### src/hdl/tilt_pd_motor_mixer_top_assert.svh
// assertion macros for the tilt mixer
`ifndef TILT_PD_MOTOR_MIXER_TOP_ASSERT_SVH
`define TILT_PD_MOTOR_MIXER_TOP_ASSERT_SVH
`ifndef SYNTHESIS
`define TPM_ASSERT_IMPL(label, clk, rst, ante, cons) \
   label: assert property (@(posedge clk) disable iff (rst) (ante) |-> (cons)) \
      else $error("assertion failed");
`define TPM_ASSERT_NEXT(label, clk, rst, ante, cons) \
   label: assert property (@(posedge clk) disable iff (rst) (ante) |=> (cons)) \
      else $error("assertion failed");
`else
`define TPM_ASSERT_IMPL(label, clk, rst, ante, cons)
`define TPM_ASSERT_NEXT(label, clk, rst, ante, cons)
`endif
`endif

### src/hdl/tpm_pkg.sv
package tpm_pkg;
   localparam int CORDIC_STEPS_DEF = 16;
   localparam int ATAN_ENTRIES = 24;
   localparam logic signed [16:0] EFFORT_ONE = 17'sd16384;
   localparam logic [1:0] REG_P_GAIN = 2'd0;
   localparam logic [1:0] REG_D_GAIN = 2'd1;
   localparam logic [1:0] REG_SMOOTHING = 2'd2;
   localparam logic [1:0] REG_MOTOR_SCALE = 2'd3;

   typedef struct packed {
      logic load;
      logic sqrt_step;
      logic cordic_init;
      logic cordic_step;
      logic [2:0] post_step;
   } cmd_type;

   typedef struct packed {
      logic sqrt_last;
      logic cordic_last;
   } status_type;

   localparam logic [2:0] POST_NONE = 3'd0;
   localparam logic [2:0] POST_ANGLE = 3'd1;
   localparam logic [2:0] POST_FILT = 3'd2;
   localparam logic [2:0] POST_ACC = 3'd3;
   localparam logic [2:0] POST_EFF = 3'd4;
   localparam logic [2:0] POST_MIX = 3'd5;

   function automatic logic signed [31:0] atan_q30(input logic [4:0] i);
      logic signed [31:0] t;
      unique case (i)
         5'd0: t = 32'sd843314856;  5'd1: t = 32'sd497837829;
         5'd2: t = 32'sd263043836;  5'd3: t = 32'sd133525158;
         5'd4: t = 32'sd67021686;   5'd5: t = 32'sd33543515;
         5'd6: t = 32'sd16775850;   5'd7: t = 32'sd8388437;
         5'd8: t = 32'sd4194282;    5'd9: t = 32'sd2097149;
         5'd10: t = 32'sd1048575;   5'd11: t = 32'sd524287;
         5'd12: t = 32'sd262143;    5'd13: t = 32'sd131071;
         5'd14: t = 32'sd65535;     5'd15: t = 32'sd32767;
         5'd16: t = 32'sd16383;     5'd17: t = 32'sd8191;
         5'd18: t = 32'sd4095;      5'd19: t = 32'sd2047;
         5'd20: t = 32'sd1023;      5'd21: t = 32'sd511;
         5'd22: t = 32'sd255;       5'd23: t = 32'sd127;
         default: t = 32'sd0;
      endcase
      return t;
   endfunction
endpackage

### src/hdl/tpm_ctrl.sv
module tpm_ctrl
   import tpm_pkg::*;
(
   input  logic clock,
   input  logic reset,
   input  logic start,
   input  logic out_taken,
   input  status_type status,
   output cmd_type cmd,
   output logic out_load,
   output logic busy,
   output logic out_valid
);
   localparam logic [2:0] S_IDLE = 3'd0;
   localparam logic [2:0] S_SQRT = 3'd1;
   localparam logic [2:0] S_CORD = 3'd2;
   localparam logic [2:0] S_POST = 3'd3;
   localparam logic [2:0] S_OUT = 3'd4;

   logic [2:0] state_ff, state_in;
   logic [2:0] post_ff, post_in;
   logic valid_ff, valid_in;

   always_comb begin
      state_in = state_ff;
      post_in = post_ff;
      valid_in = valid_ff && !out_taken;
      cmd = '0;
      out_load = 1'b0;
      unique case (state_ff)
         S_IDLE: begin
            if (start) begin
               cmd.load = 1'b1;
               state_in = S_SQRT;
            end
         end
         S_SQRT: begin
            cmd.sqrt_step = 1'b1;
            if (status.sqrt_last) begin
               state_in = S_CORD;
            end
         end
         S_CORD: begin
            if (post_ff == POST_NONE) begin
               cmd.cordic_init = 1'b1;
               post_in = POST_ANGLE;
            end else begin
               cmd.cordic_step = 1'b1;
               if (status.cordic_last) begin
                  state_in = S_POST;
               end
            end
         end
         S_POST: begin
            cmd.post_step = post_ff;
            if (post_ff == POST_MIX) begin
               state_in = S_OUT;
               post_in = POST_NONE;
            end else begin
               post_in = post_ff + 3'd1;
            end
         end
         S_OUT: begin
            // wait until the output register is free
            if (!valid_ff || out_taken) begin
               valid_in = 1'b1;
               out_load = 1'b1;
               state_in = S_IDLE;
            end
         end
         default: state_in = S_IDLE;
      endcase
   end

   always_ff @(posedge clock) begin
      if (reset) begin
         state_ff <= S_IDLE;
         post_ff <= POST_NONE;
         valid_ff <= 1'b0;
      end else begin
         state_ff <= state_in;
         post_ff <= post_in;
         valid_ff <= valid_in;
      end
   end

   assign busy = (state_ff != S_IDLE);
   assign out_valid = valid_ff;
endmodule

### config.mk
export PLATFORM = sky130hd
export DESIGN_NAME = tpm_ctrl
export DESIGN_NICKNAME = d
export VERILOG_FILES = /design/src/hdl/tilt_pd_motor_mixer_top_assert.svh /design/src/hdl/tpm_pkg.sv /design/src/hdl/tpm_ctrl.sv
export SDC_FILE = /design/constraint.sdc
export NUM_CORES = 1
export LEC_CHECK = 0
export BUFFER_PORTS_ARGS = -buffer_cell sky130_fd_sc_hd__buf_2
export CAP_MARGIN = 20
export CORE_AREA = 2 2 39 41
export CTS_CLUSTER_SIZE = 20
export DETAILED_ROUTE_END_ITERATION = 10
export DIE_AREA = 0 0 41 43
export PLACE_DENSITY = 0.66
export SYNTH_ARGS = -nofsm -noshare
export SYNTH_HDL_FRONTEND = slang
export SYNTH_SLANG_ARGS = --single-unit
### constraint.sdc
create_clock -name clock -period 1.5 [get_ports clock]
set_input_delay 0.075 -clock clock [delete_from_list [all_inputs] [get_ports clock]]
set_output_delay 0.075 -clock clock [all_outputs]
set_load 0.05 [all_outputs]
---- After elaboration in Yosys (flattened, before gate mapping) ----
Cells that the tools add are included.
storage, ports and cells
  output and inout bits ................... 10
  input port bits ......................... 6
  flip-flop bits (word level) ............. 7
operators by class
  reduce and logical (&&, ||, !) cells .... 10
  add/sub/neg operators ................... 1
  eq/ne operators ......................... 12
  mux-type cells .......................... 21
operators with widths
  cell                                            count
  2-to-1 mux 3 bit                                9
  one-hot mux 3 bit (5 select lines)              1
  inequality test 2 bit (second input constant)   7
  2-to-1 mux 1 bit                                9
  == test 3 x 2 -> 1 bit (second input constant)  2
  == test 3 bit (second input constant)           2
  zero test 3 bit                                 2
  one-hot mux 3 bit (2 select lines)              1
  AND reduction 6 bit                             1
  adder 3 x 1 -> 3 bit (second input constant)    1
  == test 3 x 1 -> 1 bit (second input constant)  1
  nonzero test 3 bit                              1
  zero test 1 bit                                 2
  2-to-1 mux 2 bit                                1
  AND reduction 2 bit                             1
  nonzero test 2 bit                              1
  logical AND 1 bit                               1
  logical OR 1 bit                                1

---- Depth between registers and ports, before layout ----
Gate-level depths: netlist of run 1.
  depth in word-level cells ............... 4
  depth in mapped cells ................... 5

---- Least setup slack after synthesis of run 1 ----
Ideal clock, no wire load.
  path type ............................... register -> output
  start point ............................. register state_ff[0]
  end point ............................... output port cmd[3] in the netlist's numbering
  buffers on the path ..................... 1
  path slack .............................. -0.653 ns
  required time ........................... 1.425 ns
  stages on the path, launching flop included .. 3
  arrival ................................. 2.078 ns
  cell sequence ........................... dfxtp_1 -> buf_2 -> nor4_1
RTL lines
  element                 RTL line        text
  from (decl)             tpm_ctrl.sv:20  logic [2:0] state_ff, state_in;
  from (signal assigned)  tpm_ctrl.sv:81  state_ff <= state_in;
  to (decl)               tpm_ctrl.sv:9   output cmd_type cmd,

==> summary.txt, run 1 <==
Hold Vio Cnt, Final -> 0
DRT Pass-1 Iters -> 4
Yosys warns -> 0
Largest net degree at the start of global routing -> 18
Crit. End Element -> primary output
H-tree depth -> 1
Max Freq -> 0.710 GHz
DR vias -> 490
Power Dens Cells -> 887 nW/um^2
Max Cap Viol -> 0
Commonest non-fill, non-tap cell in the layout -> buf_2
Worst Max-Slew Pin Slew -> 0.306 ns
Register area -> 143 sq um
Clk buf depth -> 2
Total power -> 553 uW
First-pass GRT wire length -> 1.70 mm
Core Area -> 1380 sq um
Most frequent cells in the layout -> 11 x buf_2, 6 x nand2_1, 6 x clkbuf_4
VDD IR max -> 0.000453 V
Vias in the first global route -> 403
Initial core utilization -> 35.3%
GRT Util Overall -> 14.3%
CTS clk-pin slew, worst paths -> 0.06 ns
Area occupied by multi-input gates -> 327 sq um
GPL Wtd Cong -> 0.716
Final TNS setup -> 0 ns
Cell count after synthesis -> 60
Static Leakage -> 0.276 nW
Hold_buf cts -> 0
Hold Path Depth -> 2
Cell depth of the worst flop-to-flop path -> 4
Tcrit/Tclk final -> 93.9%
Layout area overhead -> 27.7%
Avg Cell Area, Syn -> 8.13 sq um
Max FO, Critical Path -> 11
CTS root buffer -> clkbuf_4
Max-slew violation count -> 0
Share of layout cells above drive strength 1 -> 39.7%
Mapped Nets -> 66
RSZ-0062 raised after global routing -> false
Final worst setup slack -> 0.0911 ns
Worst-Skew Late Latency -> 0.25 ns
CTS Buf Count -> 3
Post-layout util -> 45.0%
Post-layout min period -> 1.41 ns
Worst EP arrival -> 1.33 ns
HP Class -> primary input to flip-flop
Ant. Diodes -> 0
CTS tree -> done
DRT iter0 DRCs -> 8
Crit path launch type -> flip-flop
Worst path required time -> 1.42 ns
Rows -> 14
Yosys reg bits -> 7
Avg Vias per Cell -> 5.21
Remaining DRCs -> 0
Pre-CTS setup slack -> 0.100 ns
Count of cell types in the netlist -> 28
Die footprint -> 1760 sq um
Overall routed net length -> 1.11 mm
Setup-failing EPs final -> 0
DIE WIDTH -> 41 um
Chip Height -> 43 um
WL/cell -> 11.8 um
Final Skew -> 0.00450 ns
HPWL Detailed -> 782 um
Final #Nets -> 85
ANT nets after route -> 0
Outcome -> finished clean
Slew headroom -> 79.6%
Initial antenna violation count -> 0
GR Overflow Total -> 0
Crit Path Category -> flip-flop to primary output
FILL cells -> 153
Mapped Area -> 488 sq um
Register area share after synthesis -> 28.7%
PortBufs -> 15
CTS Sinks -> 7
IO Pins -> 16
per-stage QoR:
stage	hold slack, ns	instance area [sq um]	std cells
after floorplan	0.266	499	60
after global placement	0.377	572	89
after detailed placement	0.379	572	89
after CTS	0.109	603	93
after global routing	0.136	623	94
final	0.118	623	94
synth_stat cells (all sizes together):
master  count  area, sq um
a21oi       5         25.0
nor4bb      1         10.0
and2b       1         10.0
a32oi       1         16.3
dfxtp       7          140
o21ai       2         10.0
nor3        3         15.0
nor2        5         18.8
clkbuf      1         13.8
a211o       1         8.76
mux2i       1         10.0
nor2b       1         6.26
nand3b      2         15.0
nor3b       4         35.0
nor4        2         12.5
nand4b      1         8.76
and3        4         28.8
nand4       1         6.26
o21bai      2         15.0
a31o        2         17.5
inv         2         7.51
nand2b      3         18.8
nand2       6         22.5
buf         2         16.3
metal layers:
metal | global-route usage (%) | vias to the layer above | share of wire, %
li1 | - | 254 | -
met1 | 19.0 | 218 | 47
met2 | 19.4 | 16 | 47
met3 | 3.14 | 2 | 5.1
met4 | 10.0 | 0 | 0.81
met5 | 0 | - | 0
cell type report:
| cell class | count | area share (%) |
|---|---|---|
| clock buffer | 4 | 4.22 |
| inverter | 2 | 1.20 |
| multi-input combinational | 48 | 52.4 |
| sequential | 7 | 22.9 |
| tap | 16 | 3.21 |
| timing repair buffer | 17 | 16.1 |
sequential cells by signal (all words and copies together), names as in the netlist:
| signal | count |
|---|---|
| state_ff | 3 |
| post_ff | 3 |
| out_valid | 1 |
worst max-delay path, cell delays in order, from the launching register on:
cell and delay [ns]:
dfxtp_1 0.30, buf_4 0.17, nor2_1 0.19, and3_2 0.20, clkbuf_4 0.22
where the power goes:
part           switching [mW]  internal (mW)
clock                  0.0753          0.102
sequential             0.0238          0.196
combinational           0.101         0.0542
total                   0.200          0.352
path summary, 6_finish.rpt:
| kind | startpoint | end | slack [ns] |
|---|---|---|---|
| setup / recovery | state_ff[2] | cmd[4] | 0.09 |
| setup reg to reg | post_ff[1] | state_ff[0] | 0.21 |
| hold / removal | reset | out_valid | 0.12 |
| hold reg to reg | out_valid | out_valid | 0.52 |
logic make-up (layout without fill, tap and decap cells):
kind of cell	Yosys count	count (layout)	synth area share [%]
mux	1	1	2.05
flops	7	7	28.7
simple gates	34	34	42.6
buf+inv	5	23	7.69
compound gates	13	13	19.0
what timing repair did:
action	CTS	global route
setup buffers	0	1
endpoints found under the setup margin	4	3
gates cloned	0	0
resized for setup	3	4
pin swaps	0	0
Note: power is estimated with default switching activity, not from simulation.
==> inputs of run 2 (changes only) <==
--- a/config.mk
+++ b/config.mk
@@ -5,13 +5,15 @@
 export SDC_FILE = /design/constraint.sdc
 export NUM_CORES = 1
 export LEC_CHECK = 0
+export ABC_AREA = 1
 export BUFFER_PORTS_ARGS = -buffer_cell sky130_fd_sc_hd__buf_2
 export CAP_MARGIN = 20
 export CORE_AREA = 2 2 39 41
+export CTS_CLUSTER_DIAMETER = 200
 export CTS_CLUSTER_SIZE = 20
 export DETAILED_ROUTE_END_ITERATION = 10
 export DIE_AREA = 0 0 41 43
-export PLACE_DENSITY = 0.66
+export PLACE_DENSITY = 0.63
 export SYNTH_ARGS = -nofsm -noshare
 export SYNTH_HDL_FRONTEND = slang
 export SYNTH_SLANG_ARGS = --single-unit
==> summary.txt, run 2 <==
Commonest cells in the netlist -> 13 x inv_1, 13 x nor2_1, 12 x nand2_1 (was 7 x dfxtp_1, 6 x nand2_1, 5 x a21oi_1, 5 x nor2_1)
Die footprint -> 1760 sq um (unchanged)
Final cell count without fillers -> 111 (was 94)
ANT nets after route -> 0 (unchanged)
Chip Height -> 43 um (unchanged)
Max Cap Viol -> 0 (unchanged)
Worst EP arrival -> 1.35 ns (was 1.33 ns)
Commonest non-fill, non-tap cell in the layout -> inv_1 (was buf_2)
RSZ-0062 raised after global routing -> false (unchanged)
Initial core utilization -> 33.0% (was 35.3%)
CTS tree -> done (unchanged)
Cell family with most CP delay -> flip-flops (was buffers and inverters)
Most frequent cells in the layout -> 13 x inv_1, 12 x nand2_1, 12 x buf_2 (was 11 x buf_2, 6 x nand2_1, 6 x clkbuf_4)
Rows -> 14 (unchanged)
Register area share after synthesis -> 30.7% (was 28.7%)
Net Sw Frac -> 54.8% (was 36.3%)
HP Class -> primary input to flip-flop (unchanged)
Max-slew violation count -> 0 (unchanged)
DIE WIDTH -> 41 um (unchanged)
Setup-failing EPs final -> 0 (unchanged)
Placed cells -> 107 (was 89)
Yosys reg bits -> 7 (unchanged)
Worst path required time -> 1.42 ns (about the same)
Worst path slowest cell -> dfxtp_1 (unchanged)
Mapped Area -> 457 sq um (was 488 sq um)
Worst path cell trace -> nand3_2, nor2_1, buf_2 (was buf_4, nor2_1, and3_2, clkbuf_4)
Area leader, netlist -> dfxtp_1 (unchanged)
IO Pins -> 16 (unchanged)
Overall routed net length -> 992 um (was 1.11 mm)
Slew headroom -> 82.8% (was 79.6%)
Crit path launch type -> flip-flop (unchanged)
Ant. Diodes -> 0 (unchanged)
Final #Nets -> 102 (was 85)
Pre-CTS setup slack -> 0.210 ns (was 0.100 ns)
Avg Vias per Cell -> 4.50 (was 5.21)
Share of layout cells above drive strength 1 -> 32.6% (was 39.7%)
Total power -> 1.20 mW (was 553 uW)
Crit. End Element -> primary output (unchanged)
Power Dens Cells -> 1990 nW/um^2 (was 887 nW/um^2)
GRT Util Overall -> 13.2% (was 14.3%)
Final TNS setup -> 0 ns (unchanged)
HPWL Detailed -> 778 um (was 782 um)
Crit Path Category -> flip-flop to primary output (unchanged)
Largest net degree at the start of global routing -> 9 (was 18)
Count of cell types in the netlist -> 16 (was 28)
Sequential power share -> 25.6% (was 39.8%)
Yosys warns -> 0 (unchanged)
VDD IR max -> 0.000714 V (was 0.000453 V)
Static Leakage -> 0.321 nW (was 0.276 nW)
Worst Max-Slew Pin Slew -> 0.258 ns (was 0.306 ns)
Outcome -> finished clean (unchanged)
Synth Flop Type -> dfxtp_1 (unchanged)
H-tree depth -> 1 (unchanged)
CTS Sinks -> 7 (unchanged)
Gate power share -> 59.5% (was 28.2%)
Int Pwr -> 541 uW (was 352 uW)
Psw -> 655 uW (was 200 uW)
Vias in the first global route -> 401 (was 403)
Worst-Skew Late Latency -> 0.26 ns (was 0.25 ns)
Clk buf depth -> 2 (unchanged)
PortBufs -> 15 (unchanged)
Top post-synthesis cells by area -> dfxtp_1 31%, inv_1 11%, nor2_1 11% (was dfxtp_1 29%, a21oi_1 5.1%, and3_2 4.6%)
CTS clk-pin slew, worst paths -> 0.06 ns (about the same)
Avg Cell Area, Syn -> 6.01 sq um (was 8.13 sq um)
Post-layout min period -> 1.43 ns (was 1.41 ns)
Final Skew -> 0.00410 ns (was 0.00450 ns)
Clock Power Share -> 14.9% (was 32.1%)
Critical Path Max Stage Delay -> 0.46 ns (was 0.30 ns)
Max Freq -> 0.700 GHz (was 0.710 GHz)
GPL Wtd Cong -> 0.724 (was 0.716)
First-pass GRT wire length -> 1.53 mm (was 1.70 mm)
Post-synth ARST share -> 0% (unchanged)
Initial antenna violation count -> 0 (unchanged)
DRT iter0 DRCs -> 8 (unchanged)
Yosys top cell area share -> 30.7% (was 28.7%)
CTS Buf Count -> 3 (unchanged)
Max FO, Critical Path -> 8 (was 11)
Post-layout util -> 43.5% (was 45.0%)
Layout area overhead -> 31.8% (was 27.7%)
DR vias -> 500 (was 490)
Buf/Inv on CP -> 1 (was 2)
Hold Vio Cnt, Final -> 0 (unchanged)
Mapped Nets -> 82 (was 66)
WL/cell -> 8.94 um (was 11.8 um)
GR Overflow Total -> 0 (unchanged)
CTS root buffer -> clkbuf_4 (unchanged)
Cell count after synthesis -> 76 (was 60)
DRT Pass-1 Iters -> 4 (unchanged)
Tcrit/Tclk final -> 95.2% (was 93.9%)
Final worst setup slack -> 0.0723 ns (was 0.0911 ns)
Remaining DRCs -> 0 (unchanged)
EDFF count, synth -> 0 (unchanged)
Core Area -> 1380 sq um (unchanged)
run 2: cell types whose count changed in the layout (fill, tap and decap cells not counted), moves of 3 or more:
| cell | delta |
|---|---|
| nor2_2 | +5 |
| inv_1 | +11 |
| nor2_1 | +6 |
| and3_2 | -3 |
| nand2_1 | +6 |
| nand3_1 | +9 |
| inv_2 | +3 |
| nand2b_1 | -3 |
run 2: area by class of cell:
type | instances | area [sq um]
multi-input combinational | 52 | 269
sequential | 7 | 140
inverter | 17 | 63.8
clock buffer | 4 | 26.3
fill | 159 | 782
tap | 16 | 20.0
timing repair buffer | 15 | 82.6
run 2: cell families after synthesis:
| group | share of synthesized area, % |
|---|---|
| AO/OA/AOI/OAI | 11.8 |
| buffers and inverters | 14.0 |
| flip-flops | 30.7 |
| AND/OR/NAND/NOR | 43.6 |
run 2: path summary, 6_finish.rpt:
kind                       to  slack, ns  depth (start not counted)        start
hold / removal      out_valid       0.01                          2        reset
hold reg to reg    post_ff[2]       0.52                          2   post_ff[0]
setup / recovery       cmd[2]       0.07                          3  state_ff[0]
setup reg to reg  state_ff[2]       0.24                          7  state_ff[2]
run 2: layer usage:
metal / vias to the layer above / GRT usage [%] / wire length [um]
met1: 207 / 15.8 / 449
met4: 0 / 12.0 / 27
met3: 4 / 3.14 / 53
met2: 14 / 18.1 / 462
li1: 275 / - / -
met5: - / 0 / 0
run 2: per-stage QoR:
step | instance area [sq um] | hold WS [ns]
floorplan | 468 | 0.144
global placement | 563 | 0.273
finish | 602 | 0.0120
CTS | 594 | 0.0127
global route | 602 | 0.0221
detailed placement | 563 | 0.278
run 2: repair_timing:
action,CTS,global route
gates resized for setup,2,2
hold buffers,0,0
gates cloned,0,0
setup buffers,0,0
setup endpoints to repair,2,4
run 2: power groups by stage:
| stage | clock network [mW] | logic (mW) | registers [mW] |
|---|---|---|---|
| detailed placement | 0 | 0.706 | 0.304 |
| floorplan | 0 | 0.563 | 0.312 |
| global placement | 0 | 0.700 | 0.304 |
| global route | 0.188 | 0.785 | 0.317 |
| CTS | 0.181 | 0.716 | 0.301 |
| finish | 0.178 | 0.712 | 0.306 |
==> inputs of run 3 (changes only) <==
--- a/config.mk
+++ b/config.mk
@@ -13,7 +13,7 @@
 export CTS_CLUSTER_SIZE = 20
 export DETAILED_ROUTE_END_ITERATION = 10
 export DIE_AREA = 0 0 41 43
-export PLACE_DENSITY = 0.63
+export PLACE_DENSITY = 0.67
 export SYNTH_ARGS = -nofsm -noshare
 export SYNTH_HDL_FRONTEND = slang
 export SYNTH_SLANG_ARGS = --single-unit
==> summary.txt, run 3 (synthesized netlist as in run 2, its figures left out) <==
Final Skew -> 0.00366 ns (was 0.00410 ns)
WHS -> 0.0199 ns (was 0.0120 ns)
CTS Buf Count -> 3 (unchanged)
CTS tree -> done (unchanged)
Core Area -> 1380 sq um (unchanged)
Initial antenna violation count -> 0 (unchanged)
WHS Endpoint -> out_valid (unchanged)
Largest net degree at the start of global routing -> 9 (unchanged)
HP Start -> reset (unchanged)
First-pass GRT wire length -> 1.49 mm (was 1.53 mm)
Static Leakage -> 0.321 nW (about the same)
CTS clk-pin slew, worst paths -> 0.05 ns (was 0.06 ns)
Share of layout cells above drive strength 1 -> 33.7% (was 32.6%)
ANT nets after route -> 0 (unchanged)
Setup-failing EPs final -> 0 (unchanged)
DR vias -> 518 (was 500)
Initial core utilization -> 33.0% (unchanged)
DRT Pass-1 Iters -> 4 (unchanged)
Setup bufs post-CTS -> 0 (unchanged)
CTS resizes -> 0 (was 2)
Worst EP arrival -> 1.32 ns (was 1.35 ns)
Reg-to-reg slack, setup -> 0.27 ns (was 0.24 ns)
Die footprint -> 1760 sq um (unchanged)
PortBufs -> 15 (unchanged)
Int Pwr -> 545 uW (was 541 uW)
Psw -> 650 uW (was 655 uW)
Remaining DRCs -> 0 (unchanged)
GR Overflow Total -> 0 (unchanged)
Crit path launch type -> flip-flop (unchanged)
Crit. End Element -> primary output (unchanged)
Clock Power Share -> 14.0% (was 14.9%)
CTS Sinks -> 7 (unchanged)
Final cell count without fillers -> 111 (unchanged)
Vias in the first global route -> 393 (was 401)
GRT Util Overall -> 12.8% (was 13.2%)
Layout area overhead -> 33.7% (was 31.8%)
Outcome -> finished clean (unchanged)
Chip Height -> 43 um (unchanged)
Power Dens Cells -> 1960 nW/um^2 (was 1990 nW/um^2)
Max Freq -> 0.715 GHz (was 0.700 GHz)
Hold Vio Cnt, Final -> 0 (unchanged)
Final #Nets -> 102 (unchanged)
DRT iter0 DRCs -> 3 (was 8)
Sequential power share -> 26.4% (was 25.6%)
Clk buf depth -> 2 (unchanged)
Reg-to-reg startpoint -> state_ff[2] (unchanged)
Tcrit/Tclk final -> 93.3% (was 95.2%)
Most frequent cells in the layout -> 13 x inv_1, 12 x nand2_1, 12 x buf_2 (unchanged)
Hold_buf cts -> 0 (unchanged)
Final TNS setup -> 0 ns (unchanged)
Gate power share -> 59.6% (was 59.5%)
Rows -> 14 (unchanged)
Cell depth of the worst flop-to-flop path -> 7 (unchanged)
H-tree depth -> 1 (unchanged)
Max-slew violation count -> 0 (unchanged)
Hold Path Depth -> 2 (unchanged)
Crit Path Category -> flip-flop to primary output (unchanged)
RSZ-0062 raised after global routing -> false (unchanged)
Max Cap Viol -> 0 (unchanged)
Max FO, Critical Path -> 5 (was 8)
Post-layout min period -> 1.40 ns (was 1.43 ns)
Worst Max-Slew Pin Slew -> 0.269 ns (was 0.258 ns)
Commonest non-fill, non-tap cell in the layout -> inv_1 (unchanged)
IO Pins -> 16 (unchanged)
Avg Vias per Cell -> 4.67 (was 4.50)
Final worst setup slack -> 0.101 ns (was 0.0723 ns)
Worst flop-to-flop path endpoint -> state_ff[1] (was state_ff[2])
Worst path required time -> 1.42 ns (about the same)
VDD IR max -> 0.000772 V (was 0.000714 V)
DIE WIDTH -> 41 um (unchanged)
Worst-Skew Late Latency -> 0.25 ns (was 0.26 ns)
Ant. Diodes -> 0 (unchanged)
Slew headroom -> 82.0% (was 82.8%)
HPWL Detailed -> 766 um (was 778 um)
Pre-CTS setup slack -> 0.248 ns (was 0.210 ns)
HP Class -> primary input to flip-flop (unchanged)
GPL Wtd Cong -> 0.753 (was 0.724)
WL/cell -> 8.73 um (was 8.94 um)
Placed cells -> 107 (unchanged)
Overall routed net length -> 969 um (was 992 um)
Net Sw Frac -> 54.4% (was 54.8%)
CTS root buffer -> clkbuf_4 (unchanged)
run 3: layer usage:
layer | GRT usage [%] | vias up | share of wire (%)
li1 | - | 278 | -
met1 | 13.9 | 219 | 43
met2 | 19.7 | 19 | 48
met3 | 7.85 | 2 | 7.7
met4 | 4.00 | 0 | 0.83
met5 | 0 | - | 0
run 3: final cells by class:
type,instances,area [sq um]
Sequential cell,7,141
Clock buffer,4,26.3
Multi-Input combinational cell,52,277
Fill cell,150,773
Tap cell,16,20.0
Inverter,17,63.8
Timing Repair Buffer,15,82.6
run 3: worst max path at each step:
stage | startpoint | endpoint | slack (ns) | depth (start not counted)
3_3_place_gp | state_ff[0] | state_ff[0] | 0.26 | 6
2_1_floorplan | state_ff[0] | cmd[6] | 0.009 | 3
4_1_cts | state_ff[0] | cmd[4] | 0.004 | 4
6_report | state_ff[0] | cmd[3] | 0.10 | 4
3_5_place_dp | state_ff[0] | state_ff[1] | 0.25 | 6
5_1_grt | state_ff[0] | cmd[5] | 0.007 | 5
run 3: power groups by stage:
stage          clock [mW]  sequential (mW)  combinational, mW
2_1_floorplan           0            0.312              0.563
3_3_place_gp            0            0.304              0.697
6_report            0.168            0.316              0.712
5_1_grt             0.185            0.325              0.798
3_5_place_dp            0            0.304              0.703
4_1_cts             0.178            0.301              0.706
run 3: through the flow:
| stage | total power [mW] | area [sq um] | util, % |
|---|---|---|---|
| 2_1_floorplan | 0.876 | 468 | - |
| 3_3_place_gp | 1.00 | 563 | 40.7 |
| 3_5_place_dp | 1.01 | 563 | 40.7 |
| 4_1_cts | 1.19 | 589 | 42.6 |
| 5_1_grt | 1.31 | 611 | 44.1 |
| 6_report | 1.19 | 611 | 44.1 |
run 3: worst max-delay path: stages (launching register included):
cell and delay (ns):
dfxtp_1 0.38, nor2_4 0.19, nand2_2 0.11, a31oi_2 0.15, clkbuf_4 0.25
